`config.mk`:
```
export PLATFORM = sky130hd
export DESIGN_NAME = tcgr_fifo
export DESIGN_NICKNAME = d
export VERILOG_FILES = /design/src/rtl/tcgr_fifo.sv
export SDC_FILE = /design/constraint.sdc
export NUM_CORES = 1
export LEC_CHECK = 0
export ABC_AREA = 1
export BUFFER_PORTS_ARGS = -buffer_cell sky130_fd_sc_hd__buf_2
export CAP_MARGIN = 20
export CORE_ASPECT_RATIO = 1.25
export CORE_MARGIN = 2
export CORE_UTILIZATION = 49
export CTS_CLUSTER_DIAMETER = 50
export DETAILED_ROUTE_END_ITERATION = 8
export GPL_TIMING_DRIVEN = 0
export HOLD_SLACK_MARGIN = 0.15
export PLACE_DENSITY = 0.84
export SYNTH_ARGS = -nofsm -noshare
export SYNTH_HDL_FRONTEND = slang
export SYNTH_SLANG_ARGS = --single-unit
```
`constraint.sdc`:
```
create_clock -name clock -period 1.8 [get_ports clock]
set_input_delay 0.36 -clock clock [delete_from_list [all_inputs] [get_ports clock]]
set_output_delay 0.36 -clock clock [all_outputs]
set_load 0.01 [all_outputs]
```
`src/rtl/tcgr_fifo.sv`:
```
// ----------------------------------------------------------------------------
// tcgr_fifo: job queue
// Small register queue that decouples the front from the back.
// ----------------------------------------------------------------------------
module tcgr_fifo #(
   parameter int WIDTH = 8,
   parameter int DEPTH = 2
) (
   input  logic             clock,
   input  logic             reset,
   input  logic             push,
   input  logic [WIDTH-1:0] din,
   output logic             full,
   input  logic             pop,
   output logic [WIDTH-1:0] dout,
   output logic             empty
);

   localparam int PW = (DEPTH > 1) ? $clog2(DEPTH) : 1;
   localparam int CW = $clog2(DEPTH + 1);

   logic [WIDTH-1:0] entry_ff [DEPTH];
   logic [PW-1:0]    wr_ptr_ff, wr_ptr_in;
   logic [PW-1:0]    rd_ptr_ff, rd_ptr_in;
   logic [CW-1:0]    count_ff, count_in;
   logic             do_push, do_pop;

   assign full    = (count_ff == CW'(DEPTH));
   assign empty   = (count_ff == '0);
   assign do_push = push && !full;
   assign do_pop  = pop && !empty;
   assign dout    = entry_ff[rd_ptr_ff];

   always_comb begin
      wr_ptr_in = wr_ptr_ff;
      rd_ptr_in = rd_ptr_ff;
      count_in  = count_ff;
      if (do_push) begin
         wr_ptr_in = (wr_ptr_ff == PW'(DEPTH - 1)) ? '0 : wr_ptr_ff + 1'b1;
      end
      if (do_pop) begin
         rd_ptr_in = (rd_ptr_ff == PW'(DEPTH - 1)) ? '0 : rd_ptr_ff + 1'b1;
      end
      if (do_push && !do_pop) begin
         count_in = count_ff + 1'b1;
      end else if (do_pop && !do_push) begin
         count_in = count_ff - 1'b1;
      end
   end

   always_ff @(posedge clock) begin
      if (reset) begin
         wr_ptr_ff <= '0;
         rd_ptr_ff <= '0;
         count_ff  <= '0;
      end else begin
         wr_ptr_ff <= wr_ptr_in;
         rd_ptr_ff <= rd_ptr_in;
         count_ff  <= count_in;
      end
   end

   always_ff @(posedge clock) begin
      if (do_push) begin
         entry_ff[wr_ptr_ff] <= din;
      end
   end

endmodule

```
# Yosys cells after proc, flatten, opt, wreduce, memory -nomap -nowiden
# Memory sizes are Yosys's and may differ from the RTL's. A register that Yosys moved wholly into a read port is not among the register bits.
# Index checks and enable logic that the tools add are counted.
dict set report op_classes {
  n_mul 0
  shift 0
  n_lt_le_gt_ge 0
  eq_ne 1
  n_mux 8
  n_reduce_logical 10
  n_div 0
  addsub 4
  n_bitwise 0
}
# op count
set ops {}
lappend ops {{2-to-1 mux 1 bit} 6}
lappend ops {{logical AND 1 bit} 4}
lappend ops {{logical NOT 1 bit} 4}
lappend ops {{2-to-1 mux 2 bit} 2}
lappend ops {{adder 1 bit, second input constant} 2}
lappend ops {{adder 2 x 1 -> 2 bit, second input constant} 1}
lappend ops {{equality test 2 bit, second input constant} 1}
lappend ops {{logical NOT 2 bit} 1}
lappend ops {{nonzero test 2 bit} 1}
lappend ops {{subtractor 2 x 1 -> 2 bit, second input constant} 1}
dict set report word_totals {
  mem_count 1
  romBits 0
  reg_bits 4
  wordCells 27
  output_inout_bits 10
  ramBits 16
  latch_bits 0
  in_bits 12
}
# memory words word_bits read_ports rd_ports_with_merged_regs write_ports line_no
set mem_list {}
lappend mem_list {entry_ff 2 8 1 1 1 22} ;# logic [WIDTH-1:0] entry_ff [DEPTH];

# Logic depth before layout (Yosys ltp)
dict set report logic_depth {
  depth_word 7
  ltp_mapped 10
  mapped_depth_nobuf 10
}

# Worst setup path after synthesis
# No wires, ideal clock.
dict set report synth_timing {
  kind {flip-flop to flip-flop}
  startpoint {reg count_ff[0]}
  endpoint {mem entry_ff[1][0] (enable)}
  t_arrival_ps 951
  stages_incl_launch_ff 3
  setup_ps 370
  path_slack_ps 479
  n_path_buf 0
  t_required_ps 1430
  synth_period_minus_slack_ps 1321
  path_cell_list {dfxtp_1 -> o21ai_2 -> nor2_1}
}
dict set report synth_via {
  elab_chain_cells 5
}
# element line_no
set synth_lines {}
lappend synth_lines {{start: declaration} 25} ;# logic [CW-1:0] count_ff, count_in;
lappend synth_lines {{start signal: assignment} 59} ;# count_ff <= count_in;
lappend synth_lines {{equality test 2 bit} 28} ;# assign full = (count_ff == CW'(DEPTH));
lappend synth_lines {{logical NOT 1 bit} 30} ;# assign do_push = push && !full;
lappend synth_lines {{logical AND 1 bit} 30}
lappend synth_lines {{2-to-1 mux 1 bit} 64} ;# if (do_push) begin
lappend synth_lines {{2-to-1 mux 1 bit (implied by the code)} 65} ;# entry_ff[wr_ptr_ff] <= din;
lappend synth_lines {{end: declaration} 22}
# Every way passes these cells.

==> metrics.md <==
| Metric | Value |
|---|---|
| Area grow syn2layout | `18.6%` |
| Initial DRC Count | `12` |
| Wire per inst | `11.9 um` |
| Register bit total from synthesis | `21` |
| Placed Cells incl. Taps | `101` |
| Starting density of the core | `52.4%` |
| Clock Path Buffers | `2` |
| CP max FO | `8` |
| RSZ-0062 raised after global routing | `no` |
| Syn avg cell area | `13.4 um^2` |
| Total wire length | `1.25 mm` |
| Critical path cell sequence | `buf_2, mux2_2, buf_2` |
| Diodes inserted | `0` |
| Final setup fails | `0` |
| Final Net Count | `101` |
| Cells after Synth | `62` |
| CTS Hold Bufs | `0` |
| Largest area contributor in the synthesized netlist | `edfxtp_1` |
| Post-synthesis sequential area ratio | `70.1%` |
| Fmax | `598 MHz` |
| Hold WC Path Type | `input pin to register` |
| Top cells by area, synth | `edfxtp_1 (58%), dfxtp_1 (12%), mux2_2 (11%)` |
| Largest net degree at the start of global routing | `12` |
| CTS tree | `built` |
| GRT Total Usage | `14.7%` |
| Psw | `0.000407 W` |
| CP dominant cell by count | `buf_2` |
| Final min period | `1.67 ns` |
| Pint | `0.000892 W` |
| Worst EP arrival | `1.31 ns` |
| CP max-delay cell | `mux2_2` |
| Final Max Slew Viols | `0` |
| Worst vdd ir | `740 uV` |
| Reg clk slew, reported paths | `0.11 ns` |
| Final worst-path cycle share | `92.8%` |
| Clk pwr share | `16.7%` |
| CTS buffer count | `3` |
| First-pass GRT wire length | `1.97 mm` |
| Max-cap viol count | `0` |
| TNS Setup | `0 ns` |
| Worst slew margin | `56.0%` |
| Worst slew pin tran | `0.658 ns` |
| Initial antenna violation count | `0` |
| Clock latency on the worst-skew pair | `0.29 ns` |
| Share of cells above drive strength 1 | `43.7%` |
| Seq pwr share | `51.6%` |
| Number of global-route vias before repair | `491` |
| Hold Vio Cnt, Final | `0` |
| CP max stage delay | `0.35 ns` |
| Setup CP Type | `register to primary output` |
| Sw frac | `31.3%` |
| Resize count post-CTS | `0` |
| Setup Fix Bufs, Post-CTS | `0` |
| Fin cells | `105` |
| H-tree depth | `1` |
| Rows | `16` |
| IO Pins | `22` |
| Core area | `0.00158 mm^2` |
| Die Y | `50.0 um` |
| Gate power share | `31.7%` |
| Pwr dens | `1320 mW/mm^2` |
| Detailed-route via count | `501` |
| Vias per inst | `4.77` |
| Clock tree sinks | `21` |
| Synth cell types | `16` |
| Die Footprint | `0.00204 mm^2` |
| Status | `complete, no violations` |
| Post-DRT Antenna Nets | `0` |
| Post-Syn Nets | `75` |
| Drt pass-1 iters | `3` |
| Share of the synthesized area in the top cell type | `58.0%` |
| HPWL reported at the end of detailed placement | `952 um` |
| Port bufs | `21` |
| Max Clock Skew | `0.00186 ns` |
| Yosys warning total | `0` |
| Grt total ovfl | `0` |
| Clk root buf | `clkbuf_4` |
| Leakage power | `0.411 nW` |
| Drt drc | `0` |
| Critical Path Sink Type | `primary output` |
| Worst Path Required | `1.44 ns` |
| Die width | `40.8 um` |
| Syn Std Cell Area | `828 um^2` |
| RePlAce Congestion | `0.681` |
| Crit start category | `register` |
[metrics by stage]
stage | instance area (um^2) | hold slack, ns | util [%] | total power, W | setup WS (ns)
after floorplan | 828 | 0.459 | - | 0.000967 | 0.479
after global placement | 956 | 0.491 | 60.4 | 0.00108 | 0.281
after detailed placement | 956 | 0.514 | 60.4 | 0.00110 | 0.253
after CTS | 982 | 0.234 | 62.1 | 0.00132 | 0.103
after global routing | 982 | 0.232 | 62.1 | 0.00139 | 0.0418
final | 982 | 0.245 | 62.1 | 0.00130 | 0.129
[area by class of cell]
class,instances,area (um^2)
tap,18,22.5
multi-input combinational,31,209
fill,128,599
timing repair buffer,21,105
clock buffer,4,26.3
sequential,21,581
inverter,9,33.8
buffer,1,5.00
[per-layer routing]
layer  part of all wire, %  GRT usage [%]  vias up
met5                     0              0        -
met4                     0           8.33        0
met3                   5.4           4.05        0
met2                    52           23.5       17
met1                    42           16.6      221
li1                      -              -      263
[placed cells by master (no fill, tap or decap)]
cell type,instances
a21oi_1,1
and2_4,1
buf_2,22
clkbuf_1,1
clkbuf_4,3
dfxtp_1,5
edfxtp_1,16
ha_1,1
inv_1,7
inv_2,2
mux2_2,8
nand2_1,4
nand3_1,1
nand4_1,1
nor2_1,9
o21ai_0,2
o21ai_1,1
o21ai_2,2
[synth_stat cells]
cell type	count
o21ai_2	2
ha_1	1
inv_2	2
o21ai_1	1
nand4_1	1
nor2_1	9
and2_4	1
nand3_1	1
buf_2	1
inv_1	7
o21ai_0	2
edfxtp_1	16
mux2_2	8
dfxtp_1	5
nand2_1	4
a21oi_1	1
[sequential cells by signal, indices dropped and copies added, names as in the netlist, named ones only]
signal     cells
count_ff       2
wr_ptr_ff      1
rd_ptr_ff      1
entry_ff      16
[path summary, 6_finish.rpt]
kind,depth (start not counted),slack (ns),endpoint,startpoint
min reg2reg,2,0.53,wr_ptr_ff,wr_ptr_ff
min,1,0.24,entry_ff[0][2],din[2]
max,3,0.13,dout[1],register
max reg2reg,2,0.28,entry_ff[0][3],count_ff[0]
[kinds of logic (layout without fill, tap and decap cells)]
logic type               Yosys count  after routing  share of synthesized area [%]
AO/OA/AOI/OAI                      6              6                           4.53
flip-flops                        21             21                           70.1
AND/OR/NAND/NOR                   16             16                           8.31
adder cells (fa/ha/maj)            1              1                           1.51
buffers and inverters             10             35                           4.68
multiplexers                       8              8                           10.9
[worst max-delay path: cells and delay by family, from the launching register on]
kind	cells	cell delay, ns
buffers and inverters	2	0.34
muxes	1	0.35
DFF	1	0.32
[power by group through the flow]
| stage | clock network, W | registers, W | logic (W) |
|---|---|---|---|
| 2_1_floorplan | 0 | 0.000669 | 0.000298 |
| 3_3_place_gp | 0 | 0.000676 | 0.000404 |
| 3_5_place_dp | 0 | 0.000683 | 0.000416 |
| 4_1_cts | 0.000226 | 0.000672 | 0.000418 |
| 5_1_grt | 0.000248 | 0.000682 | 0.000462 |
| 6_report | 0.000217 | 0.000670 | 0.000411 |
No activity file was read; power rests on OpenSTA's default activity.
