[src/rtl/tcgr_pkg.sv]
// ----------------------------------------------------------------------------
// tcgr_pkg: shared types and constants of the text console glyph renderer
// Opcodes, result kinds, register indexes, job descriptors and defaults.
// ----------------------------------------------------------------------------
package tcgr_pkg;

   // default geometry of the font store and coordinates
   localparam int DEF_MAX_GLYPH_ROWS = 16;
   localparam int DEF_GLYPH_COUNT    = 256;
   localparam int DEF_COORD_BITS     = 12;

   // depth of the job queue between front and back
   localparam int QUEUE_DEPTH = 2;

   localparam int CSR_DATA_W  = 12;
   localparam int GLYPH_H_W   = 6;
   localparam int COLOUR_W    = 32;
   localparam int ROW_W       = 8;

   localparam logic [CSR_DATA_W-1:0] RESET_SCREEN_W = 12'd1024;
   localparam logic [CSR_DATA_W-1:0] RESET_SCREEN_H = 12'd768;
   localparam logic [GLYPH_H_W-1:0]  RESET_GLYPH_H  = 6'd16;
   localparam logic [COLOUR_W-1:0]   RESET_COLOUR   = 32'h00FF_FFFF;

   localparam logic [7:0] NEWLINE_CODE = 8'd10;
   localparam int GLYPH_WIDTH   = 8;
   localparam int GLYPH_ADVANCE = GLYPH_WIDTH + 1;

   typedef enum logic [1:0] {
      OP_CHAR   = 2'd0,
      OP_LOAD   = 2'd1,
      OP_CURSOR = 2'd2,
      OP_CLEAR  = 2'd3
   } op_type;

   typedef enum logic [1:0] {
      RSP_ROW   = 2'd0,
      RSP_CLEAR = 2'd1,
      RSP_ACK   = 2'd2
   } rsp_kind_type;

   typedef enum logic [1:0] {
      CSR_SCREEN_WIDTH  = 2'd0,
      CSR_SCREEN_HEIGHT = 2'd1,
      CSR_GLYPH_HEIGHT  = 2'd2
   } csr_index_type;

   typedef enum logic [1:0] {
      JOB_ACK   = 2'd0,
      JOB_CLEAR = 2'd1,
      JOB_LOAD  = 2'd2,
      JOB_DRAW  = 2'd3
   } job_kind_type;

   typedef struct packed {
      job_kind_type kind;
      logic         pre_clear;   // draw job starts with a clear-to-black
   } job_ctrl_type;

   typedef enum logic [1:0] {
      BK_IDLE,
      BK_SINGLE,
      BK_CLEAR,
      BK_ROWS
   } back_state_type;

endpackage

[src/rtl/tcgr_front.sv]
// ----------------------------------------------------------------------------
// tcgr_front: command front end
// Holds configuration, cursor and text colour; turns each item into a job.
// ----------------------------------------------------------------------------
module tcgr_front #(
   parameter int MAX_GLYPH_ROWS = 16,
   parameter int GLYPH_COUNT    = 256,
   parameter int COORD_BITS     = 12,
   localparam int HW = $clog2(MAX_GLYPH_ROWS + 1),
   localparam int AW = $clog2(GLYPH_COUNT * MAX_GLYPH_ROWS)
) (
   input  logic                   clock,
   input  logic                   reset,
   input  logic                   req_valid,
   output logic                   req_stall,
   input  tcgr_pkg::op_type       req_op,
   input  logic [7:0]             req_char_code,
   input  logic [4:0]             req_glyph_row,
   input  logic [7:0]             req_row_bits,
   input  logic [COORD_BITS-1:0]  req_cursor_x,
   input  logic [COORD_BITS-1:0]  req_cursor_y,
   input  logic [31:0]            req_colour_value,
   input  logic                   csr_we,
   input  logic [1:0]             csr_addr,
   input  logic [11:0]            csr_wdata,
   input  logic                   q_full,
   output logic                   q_push,
   output tcgr_pkg::job_ctrl_type job_ctrl,
   output logic [COORD_BITS-1:0]  job_px,
   output logic [COORD_BITS-1:0]  job_py,
   output logic [AW-1:0]          job_addr,
   output logic [7:0]             job_wdata,
   output logic [31:0]            job_colour,
   output logic [COORD_BITS-1:0]  job_cur_x,
   output logic [COORD_BITS-1:0]  job_cur_y,
   output logic [HW-1:0]          job_rows
);

   import tcgr_pkg::*;

   localparam int C  = COORD_BITS;
   localparam int EW = ((C > CSR_DATA_W) ? C : CSR_DATA_W) + 2;

   logic [CSR_DATA_W-1:0] screen_w_ff, screen_w_in;
   logic [CSR_DATA_W-1:0] screen_h_ff, screen_h_in;
   logic [GLYPH_H_W-1:0]  glyph_h_ff, glyph_h_in;
   logic [C-1:0]          cur_col_ff, cur_col_in;
   logic [C-1:0]          cur_line_ff, cur_line_in;
   logic [31:0]           text_colour_ff, text_colour_in;

   logic          accept;
   logic [HW-1:0] h_eff;
   logic [EW-1:0] line_adv, wrap_sum;
   logic          wrap_clear, need_wrap;
   logic [C-1:0]  new_line, draw_col, draw_line, next_col;
   logic [C:0]    col_sum;
   logic [9:0]    code_ext, glyph_idx;
   logic [AW-1:0] base_addr, load_addr;
   logic          load_ok;

   assign accept    = req_valid && !q_full;
   assign req_stall = q_full;
   assign q_push    = accept;

   // configuration writes
   always_comb begin
      screen_w_in = screen_w_ff;
      screen_h_in = screen_h_ff;
      glyph_h_in  = glyph_h_ff;
      if (csr_we) begin
         case (csr_addr)
            CSR_SCREEN_WIDTH:  screen_w_in = csr_wdata;
            CSR_SCREEN_HEIGHT: screen_h_in = csr_wdata;
            CSR_GLYPH_HEIGHT:  glyph_h_in  = csr_wdata[GLYPH_H_W-1:0];
            default: ;
         endcase
      end
   end

   // line advance and wrap decisions, all from the current cursor
   always_comb begin
      if (glyph_h_ff == '0) begin
         h_eff = HW'(1);
      end else if (int'(glyph_h_ff) > MAX_GLYPH_ROWS) begin
         h_eff = HW'(MAX_GLYPH_ROWS);
      end else begin
         h_eff = HW'(glyph_h_ff);
      end
      line_adv   = EW'(cur_line_ff) + EW'(h_eff) + 1'b1;
      wrap_sum   = line_adv + EW'(h_eff) + 1'b1;
      wrap_clear = (wrap_sum >= EW'(screen_h_ff));
      new_line   = wrap_clear ? '0 : line_adv[C-1:0];
      need_wrap  = (EW'(cur_col_ff) + EW'(GLYPH_WIDTH)) > EW'(screen_w_ff);
      draw_col   = need_wrap ? '0 : cur_col_ff;
      draw_line  = need_wrap ? new_line : cur_line_ff;
      col_sum    = (C + 1)'(draw_col) + (C + 1)'(GLYPH_ADVANCE);
      next_col   = col_sum[C] ? '1 : col_sum[C-1:0];
   end

   // glyph store addressing; the code never reaches twice the glyph count
   always_comb begin
      code_ext  = 10'(req_char_code);
      glyph_idx = (code_ext >= 10'(GLYPH_COUNT)) ? code_ext - 10'(GLYPH_COUNT) : code_ext;
      base_addr = AW'(AW'(glyph_idx) * AW'(MAX_GLYPH_ROWS));
      load_addr = base_addr + AW'(req_glyph_row);
      load_ok   = ({1'b0, req_glyph_row} < 6'(MAX_GLYPH_ROWS));
   end

   always_comb begin
      job_ctrl.kind      = JOB_ACK;
      job_ctrl.pre_clear = 1'b0;
      job_px             = '0;
      job_py             = '0;
      job_addr           = base_addr;
      job_wdata          = req_row_bits;
      job_colour         = '0;
      job_rows           = h_eff;
      cur_col_in         = cur_col_ff;
      cur_line_in        = cur_line_ff;
      text_colour_in     = text_colour_ff;
      unique case (req_op)
         OP_CHAR: begin
            if (req_char_code == NEWLINE_CODE) begin
               cur_col_in  = '0;
               cur_line_in = new_line;
               if (wrap_clear) begin
                  job_ctrl.kind = JOB_CLEAR;
               end
            end else begin
               job_ctrl.kind      = JOB_DRAW;
               job_ctrl.pre_clear = need_wrap && wrap_clear;
               job_px             = draw_col;
               job_py             = draw_line;
               job_colour         = text_colour_ff;
               cur_col_in         = next_col;
               cur_line_in        = draw_line;
            end
         end
         OP_LOAD: begin
            job_addr = load_addr;
            if (load_ok) begin
               job_ctrl.kind = JOB_LOAD;
            end
         end
         OP_CURSOR: begin
            cur_col_in     = req_cursor_x;
            cur_line_in    = req_cursor_y;
            text_colour_in = req_colour_value;
         end
         OP_CLEAR: begin
            job_ctrl.kind = JOB_CLEAR;
            job_colour    = req_colour_value;
            cur_col_in    = '0;
            cur_line_in   = '0;
         end
      endcase
      job_cur_x = cur_col_in;
      job_cur_y = cur_line_in;
   end

   always_ff @(posedge clock) begin
      if (reset) begin
         screen_w_ff    <= RESET_SCREEN_W;
         screen_h_ff    <= RESET_SCREEN_H;
         glyph_h_ff     <= RESET_GLYPH_H;
         cur_col_ff     <= '0;
         cur_line_ff    <= '0;
         text_colour_ff <= RESET_COLOUR;
      end else begin
         screen_w_ff <= screen_w_in;
         screen_h_ff <= screen_h_in;
         glyph_h_ff  <= glyph_h_in;
         if (accept) begin
            cur_col_ff     <= cur_col_in;
            cur_line_ff    <= cur_line_in;
            text_colour_ff <= text_colour_in;
         end
      end
   end

endmodule

[config.mk]
export PLATFORM = sky130hd
export DESIGN_NAME = tcgr_front
export DESIGN_NICKNAME = d
export VERILOG_FILES = /design/src/rtl/tcgr_pkg.sv /design/src/rtl/tcgr_front.sv
export SDC_FILE = /design/constraint.sdc
export NUM_CORES = 1
export LEC_CHECK = 0
export ABC_CLOCK_PERIOD_IN_PS = 8500
export BUFFER_PORTS_ARGS = -buffer_cell sky130_fd_sc_hd__buf_2
export CAP_MARGIN = 15
export CORE_ASPECT_RATIO = 0.75
export CORE_UTILIZATION = 53
export DETAILED_ROUTE_END_ITERATION = 8
export HOLD_SLACK_MARGIN = 0.03
export PLACE_DENSITY = 0.82
export SLEW_MARGIN = 10
export SYNTH_ARGS = -nofsm -noshare
export SYNTH_HDL_FRONTEND = slang
export SYNTH_SLANG_ARGS = --single-unit
[constraint.sdc]
create_clock -name clock -period 8.5 [get_ports clock]
set_input_delay 1.7 -clock clock [delete_from_list [all_inputs] [get_ports clock]]
set_output_delay 1.7 -clock clock [all_outputs]
set_load 0.005 [all_outputs]
=== Word level (Yosys, flattened, before mapping) ===
Cells that the tools add are included.

* Shift operators: 0
* Equal/unequal tests: 6
* Bitwise logic cells: 0
* Reduce and logical (&&, ||, !) cells: 10
* Divide/modulo/power cells: 0
* Add/sub/neg operators: 7
* $lt $le $gt $ge: 4
* Multiplexer cells: 23
* Multiply operators: 0

{| class="wikitable"
|+ Operators with widths
! kind !! number
|-
| $mux 12 || 11
|-
| $pmux 12 s3 || 2
|-
| $pmux 32 s2 || 1
|-
| $mux 32 || 1
|-
| $add 12x4->13 const B || 2
|-
| $add 13x1->14 const B || 1
|-
| $add 14x1->14 const B || 1
|-
| $add 14x5->14 || 1
|-
| $ge 14x12->1 || 1
|-
| $add 12x5->13 || 1
|-
| $gt 13x12->1 || 1
|-
| $add 12x5->12 || 1
|-
| $mux 5 || 2
|-
| $eq 8x4->1 const B || 1
|-
| $reduce_and 2->1 || 4
|-
| $eq 2x2->1 const B || 3
|-
| $gt 6x5->1 const B || 1
|-
| $logic_not 6->1 || 1
|-
| $pmux 2 s3 || 1
|-
| $lt 5x5->1 const B || 1
|-
| $eq 2x1->1 const B || 2
|-
| $logic_not 2->1 || 2
|-
| $mux 2 || 2
|-
| $mux 1 || 3
|-
| other kinds (2) || 3
|}

* Word-level logic and storage cells: 56
* Bits in registers: 86
* Output and inout port bits: 110
* Memories: 0
* ROM bits: 0
* Memory bits (writable): 0
* Latch bits: 0
* Bits of input ports: 98

=== Longest topological paths before layout ===
* Depth after elaboration: 12
* Gate-level depth with buffers: 25
* Mapped depth without buffers: 24

=== Worst setup path before layout ===
No wires, ideal clock.

* Path type: register to output
* From: register glyph_h_ff[1]
* To: output job_py[6]
* Data required time: 6.800 ns
* Buffers on the path: 1
* Stages on the path, launching flop included: 24
* Arrival time: 4.777 ns
* Setup slack: 2.023 ns
* Cells stage by stage: dfxtp_1 -> nor3_1 -> o21ai_0 -> ha_1 -> inv_1 -> fa_1 -> a211o_1 -> and2_4 -> nor2_1 -> ha_1 -> a21oi_1 -> nor2_1 -> xnor2_1 -> a21oi_1 -> xnor2_1 -> ha_1 -> o21a_1 -> a2111oi_0 -> o21ai_1 -> a21o_1 -> buf_4 -> nor2_4 -> nand2_1 -> a31oi_1

* Longest elaborated chain between the ends: 12
* Elaborated cells between the ends (all ways): 13
* Classes of those cells: add/sub: 4; order compare: 2; mux: 6; reduce/logical: 1

{| class="wikitable"
|+ RTL lines
! what !! line !! source
|-
| start, declared || tcgr_front.sv:46 || <nowiki>logic [GLYPH_H_W-1:0] glyph_h_ff, glyph_h_in;</nowiki>
|-
| start signal, assigned || tcgr_front.sv:172 || <nowiki>glyph_h_ff <= glyph_h_in;</nowiki>
|-
| $gt 6x5->1 || tcgr_front.sv:84 || <nowiki>end else if (int'(glyph_h_ff) > MAX_GLYPH_ROWS) begin</nowiki>
|-
| $mux 5 || tcgr_front.sv:84 ||
|-
| $mux 5 * || tcgr_front.sv:82 || <nowiki>if (glyph_h_ff == '0) begin</nowiki>
|-
| $add 12x5->13 || tcgr_front.sv:89 || <nowiki>line_adv = EW'(cur_line_ff) + EW'(h_eff) + 1'b1;</nowiki>
|-
| $add 13x1->14 || tcgr_front.sv:89 ||
|-
| $add 14x5->14 || tcgr_front.sv:90 || <nowiki>wrap_sum = line_adv + EW'(h_eff) + 1'b1;</nowiki>
|-
| $add 14x1->14 || tcgr_front.sv:90 ||
|-
| $ge 14x12->1 || tcgr_front.sv:91 || <nowiki>wrap_clear = (wrap_sum >= EW'(screen_h_ff));</nowiki>
|-
| $mux 12 * || tcgr_front.sv:92 || <nowiki>new_line = wrap_clear ? '0 : line_adv[C-1:0];</nowiki>
|-
| $mux 12 * || tcgr_front.sv:95 || <nowiki>draw_line = need_wrap ? new_line : cur_line_ff;</nowiki>
|-
| $mux 12 * || tcgr_front.sv:123 || <nowiki>if (req_char_code == NEWLINE_CODE) begin</nowiki>
|-
| $mux 12 * || tcgr_front.sv:121 || <nowiki>unique case (req_op)</nowiki>
|-
| end, declared || tcgr_front.sv:30 || <nowiki>output logic [COORD_BITS-1:0] job_py,</nowiki>
|}

Every way passes the cells marked *; elsewhere a longest branch is shown, timed or not.

=== Worst setup path after layout ===
* From: register glyph_h_ff[3]
* To: output job_cur_y[1]

* Longest elaborated chain between the ends: 12
* Elaborated cells between the ends (all ways): 13
* Classes of those cells: add/sub: 4; order compare: 2; mux: 6; reduce/logical: 1

{| class="wikitable"
|+ RTL lines
! what !! line !! source
|-
| $gt 6x5->1 || tcgr_front.sv:84 ||
|-
| $mux 5 || tcgr_front.sv:84 ||
|-
| $mux 5 * || tcgr_front.sv:82 ||
|-
| $add 12x5->13 || tcgr_front.sv:89 ||
|-
| $add 13x1->14 || tcgr_front.sv:89 ||
|-
| $add 14x5->14 || tcgr_front.sv:90 ||
|-
| $add 14x1->14 || tcgr_front.sv:90 ||
|-
| $ge 14x12->1 || tcgr_front.sv:91 ||
|-
| $mux 12 * || tcgr_front.sv:92 ||
|-
| $mux 12 || tcgr_front.sv:95 ||
|-
| $mux 12 * || tcgr_front.sv:123 ||
|-
| $pmux 12 s3 * || tcgr_front.sv:121 ||
|-
| end, declared || tcgr_front.sv:35 || <nowiki>output logic [COORD_BITS-1:0] job_cur_y,</nowiki>
|}

Marks and branches as above.

==> impl_metrics.json <==
{
  "status": "finished clean",
  "multi_input_area_sq_mm": 0.00442,
  "grt_usage_pct": 29.7,
  "cp.required_ns": 6.80,
  "postCtsHoldBufs": 0,
  "clkLatencyLatePin_ns": 0.34,
  "grt_overflow": 0,
  "start_util_pct": 54.2,
  "drt_wl_total_microns": 19900,
  "synthTopCellsByArea": "dfxtp_1 26%, ha_1 8.3%, nand2_1 8.1%, nor2_1 6.3%, a21oi_1 4.8%",
  "post_cts_buffers": 0,
  "io_pins": 208,
  "io_buffers": 191,
  "wl_per_cell_microns": 16.3,
  "htreeDepth": 3,
  "rsz0062_at_grt": "false",
  "cts_buffers": 9,
  "syn_nets": 1058,
  "viasPerCell": 5.85,
  "area_delta_synth_final_pct": 18.1,
  "grt_max_degree": 87,
  "path_clk_slew_ns": 0.07,
  "worst_slack_ns": 0.571,
  "die_y_microns": 99.0,
  "dieWidth_microns": 131,
  "r2r-start": "glyph_h_ff[3]",
  "ctsLongestPathBuffers": 2,
  "tightest_slew_ns": 1.16,
  "setup.worst_path.start_class": "flip-flop",
  "seq_area_sq_mm": 0.00172,
  "drt-initial-drc-count": 829,
  "drtAntennaViolNets": 0,
  "diodes": 0,
  "finalWeightedCongestion": 0.938,
  "synth-main-ff-cell": "dfxtp_1",
  "dp_slack_ns": 1.15,
  "crit_start": "glyph_h_ff[3]",
  "synth_enable_flop_cells": 0,
  "root_buffer": "clkbuf_16",
  "setup_viol": 0,
  "cp-end-kind": "primary output",
  "hold_path.class": "reg2reg",
  "finalClockSkew_ns": 0.00704,
  "grt_pass1_wl_microns": 31400,
  "coreArea_sq_mm": 0.0123,
  "crit_type": "reg2out",
  "whs_ns": 0.457,
  "worstPathArrival_ns": 6.23,
  "cts_sinks": 86,
  "synth.top_cell.area_share_pct": 25.9,
  "period_minus_slack_ns": 7.93,
  "hold_start": "screen_h_ff[5]",
  "final_net_count": 1194,
  "vias": 7148,
  "cts_tree": "yes",
  "drt-pass1-iter-count": 6,
  "cts_resized": 0,
  "maxSlewHeadroom_pct": 22.9,
  "antenna_found_initial": 0,
  "seq_area_frac_synth_pct": 25.9,
  "synth_top_cell_by_area": "dfxtp_1",
  "floorplan.die_area_sq_mm": 0.0130,
  "setup_tns_ns": 0,
  "ys_warn_count": 0,
  "powerDensity_mw_per_mm2": 142,
  "drv_cap": 0,
  "synth_area_sq_mm": 0.00665,
  "synth_seq_cells": 86,
  "async_flop_share_pct": 0,
  "syn_area_per_cell_sq_um": 7.27,
  "grt_pass1_vias": 6246,
  "rows": 35,
  "syn_inst": 914,
  "p_leak_uw": 0.00359,
  "cp_max_fo": 14,
  "drive_gt1_share_pct": 22.5,
  "ys_types": 73,
  "period_share_pct": 93.3,
  "fmax_ghz": 0.126,
  "fillers": 1086,
  "drc": 0,
  "ir_drop_uv": 127,
  "slew_violations": 0,
  "hold_viol": 0,
  "dp_hpwl_microns": 14500
}
-- sequential cells by signal (all words and copies together) (netlist names) --
register and count:
cur_line_ff 12, text_colour_ff 32, screen_w_ff 12, screen_h_ff 12
cur_col_ff 12, glyph_h_ff 6
-- worst max-delay path: stages, from the launching register on --
cell	delay, ns
dfxtp_1	0.36
nor3_1	0.05
o21ai_0	0.40
ha_1	0.28
inv_1	0.07
fa_1	0.42
xor2_1	0.29
ha_1	0.33
nor2b_1	0.15
o21ai_0	0.16
nand2b_1	0.11
a21oi_1	0.38
nor2_1	0.12
xnor2_1	0.15
a21oi_1	0.18
xnor2_1	0.14
ha_1	0.26
o21a_1	0.10
a2111oi_0	0.41
o21ai_1	0.23
a211oi_4	0.68
a222oi_1	0.23
mux2i_1	0.21
buf_2	0.15
-- per-layer routing --
layer | GRT usage [%] | share of wire (%)
met1 | 42.9 | 47
met2 | 46.4 | 44
met3 | 4.06 | 7.5
met4 | 7.07 | 1.4
met5 | 0 | 0
-- power breakdown --
| part | total [uW] | leakage [uW] | switching, uW | internal, uW |
|---|---|---|---|---|
| Combinational | 279 | 0.00274 | 162 | 117 |
| Sequential | 438 | 0.000702 | 19.0 | 419 |
| Clock | 399 | 0.000145 | 190 | 209 |
| Total | 1120 | 0.00359 | 371 | 745 |
-- worst paths after layout --
check              endpoint  slack [ns]  cells after the start
max            job_cur_y[1]        0.57                     23
min          screen_h_ff[5]        0.46                      2
max reg2reg  cur_line_ff[8]        2.46                     22
min reg2reg  screen_h_ff[5]        0.46                      2
-- stage by stage --
step                utilization (%)  power, uW  cell area (sq um)  instances
floorplan                         -        626               6650        914
global placement               61.5        714               7540       1204
detailed placement             61.5        718               7540       1204
CTS                            63.9       1110               7840       1220
global route                   64.0       1160               7850       1221
finish                         64.0       1120               7850       1221
-- logic make-up (layout without fill, tap and decap cells) --
| kind of cell | after synthesis | after routing | share of synthesized area (%) |
|---|---|---|---|
| and+or+nand+nor | 383 | 383 | 27.0 |
| AOI/OAI and AO/OA | 227 | 227 | 23.5 |
| buffers and inverters | 122 | 263 | 7.64 |
| DFF | 86 | 86 | 25.9 |
| adders and majority gates | 46 | 46 | 8.88 |
| xor gates and xnor gates | 32 | 32 | 4.22 |
| muxes | 18 | 18 | 2.82 |
-- layout make-up --
class,instances,area share (%)
multi-input cells,706,56.3
clock buffers,9,2.87
inverters,49,2.34
flip-flops and latches,86,21.9
well taps,166,2.64
repair buffers,198,12.9
clock inverters,7,0.956
-- cell usage in the layout, fill, tap and decap left out, types with 15 or more instances in the layout --
cell	count
a21oi_1	64
o21ai_0	33
nand3_1	22
xnor2_1	22
a211oi_1	17
dfxtp_1	86
and2_1	18
nor3_1	15
nor2_1	111
inv_1	49
nand2_1	143
nand3b_1	26
a22oi_1	36
ha_1	44
buf_2	191
-- cells in the mapped netlist, types with 12 or more instances --
library cell / n
nand3b_1: 26
nor2_1: 111
a21oi_1: 64
mux2i_1: 12
xnor2_1: 22
a211oi_1: 17
nand2_1: 143
ha_1: 44
clkbuf_1: 52
dfxtp_1: 86
nand3_1: 22
inv_1: 49
nor3_1: 16
a31oi_1: 12
o21ai_0: 33
a22oi_1: 36
and2_1: 18
(Power assumes the default switching activity.)
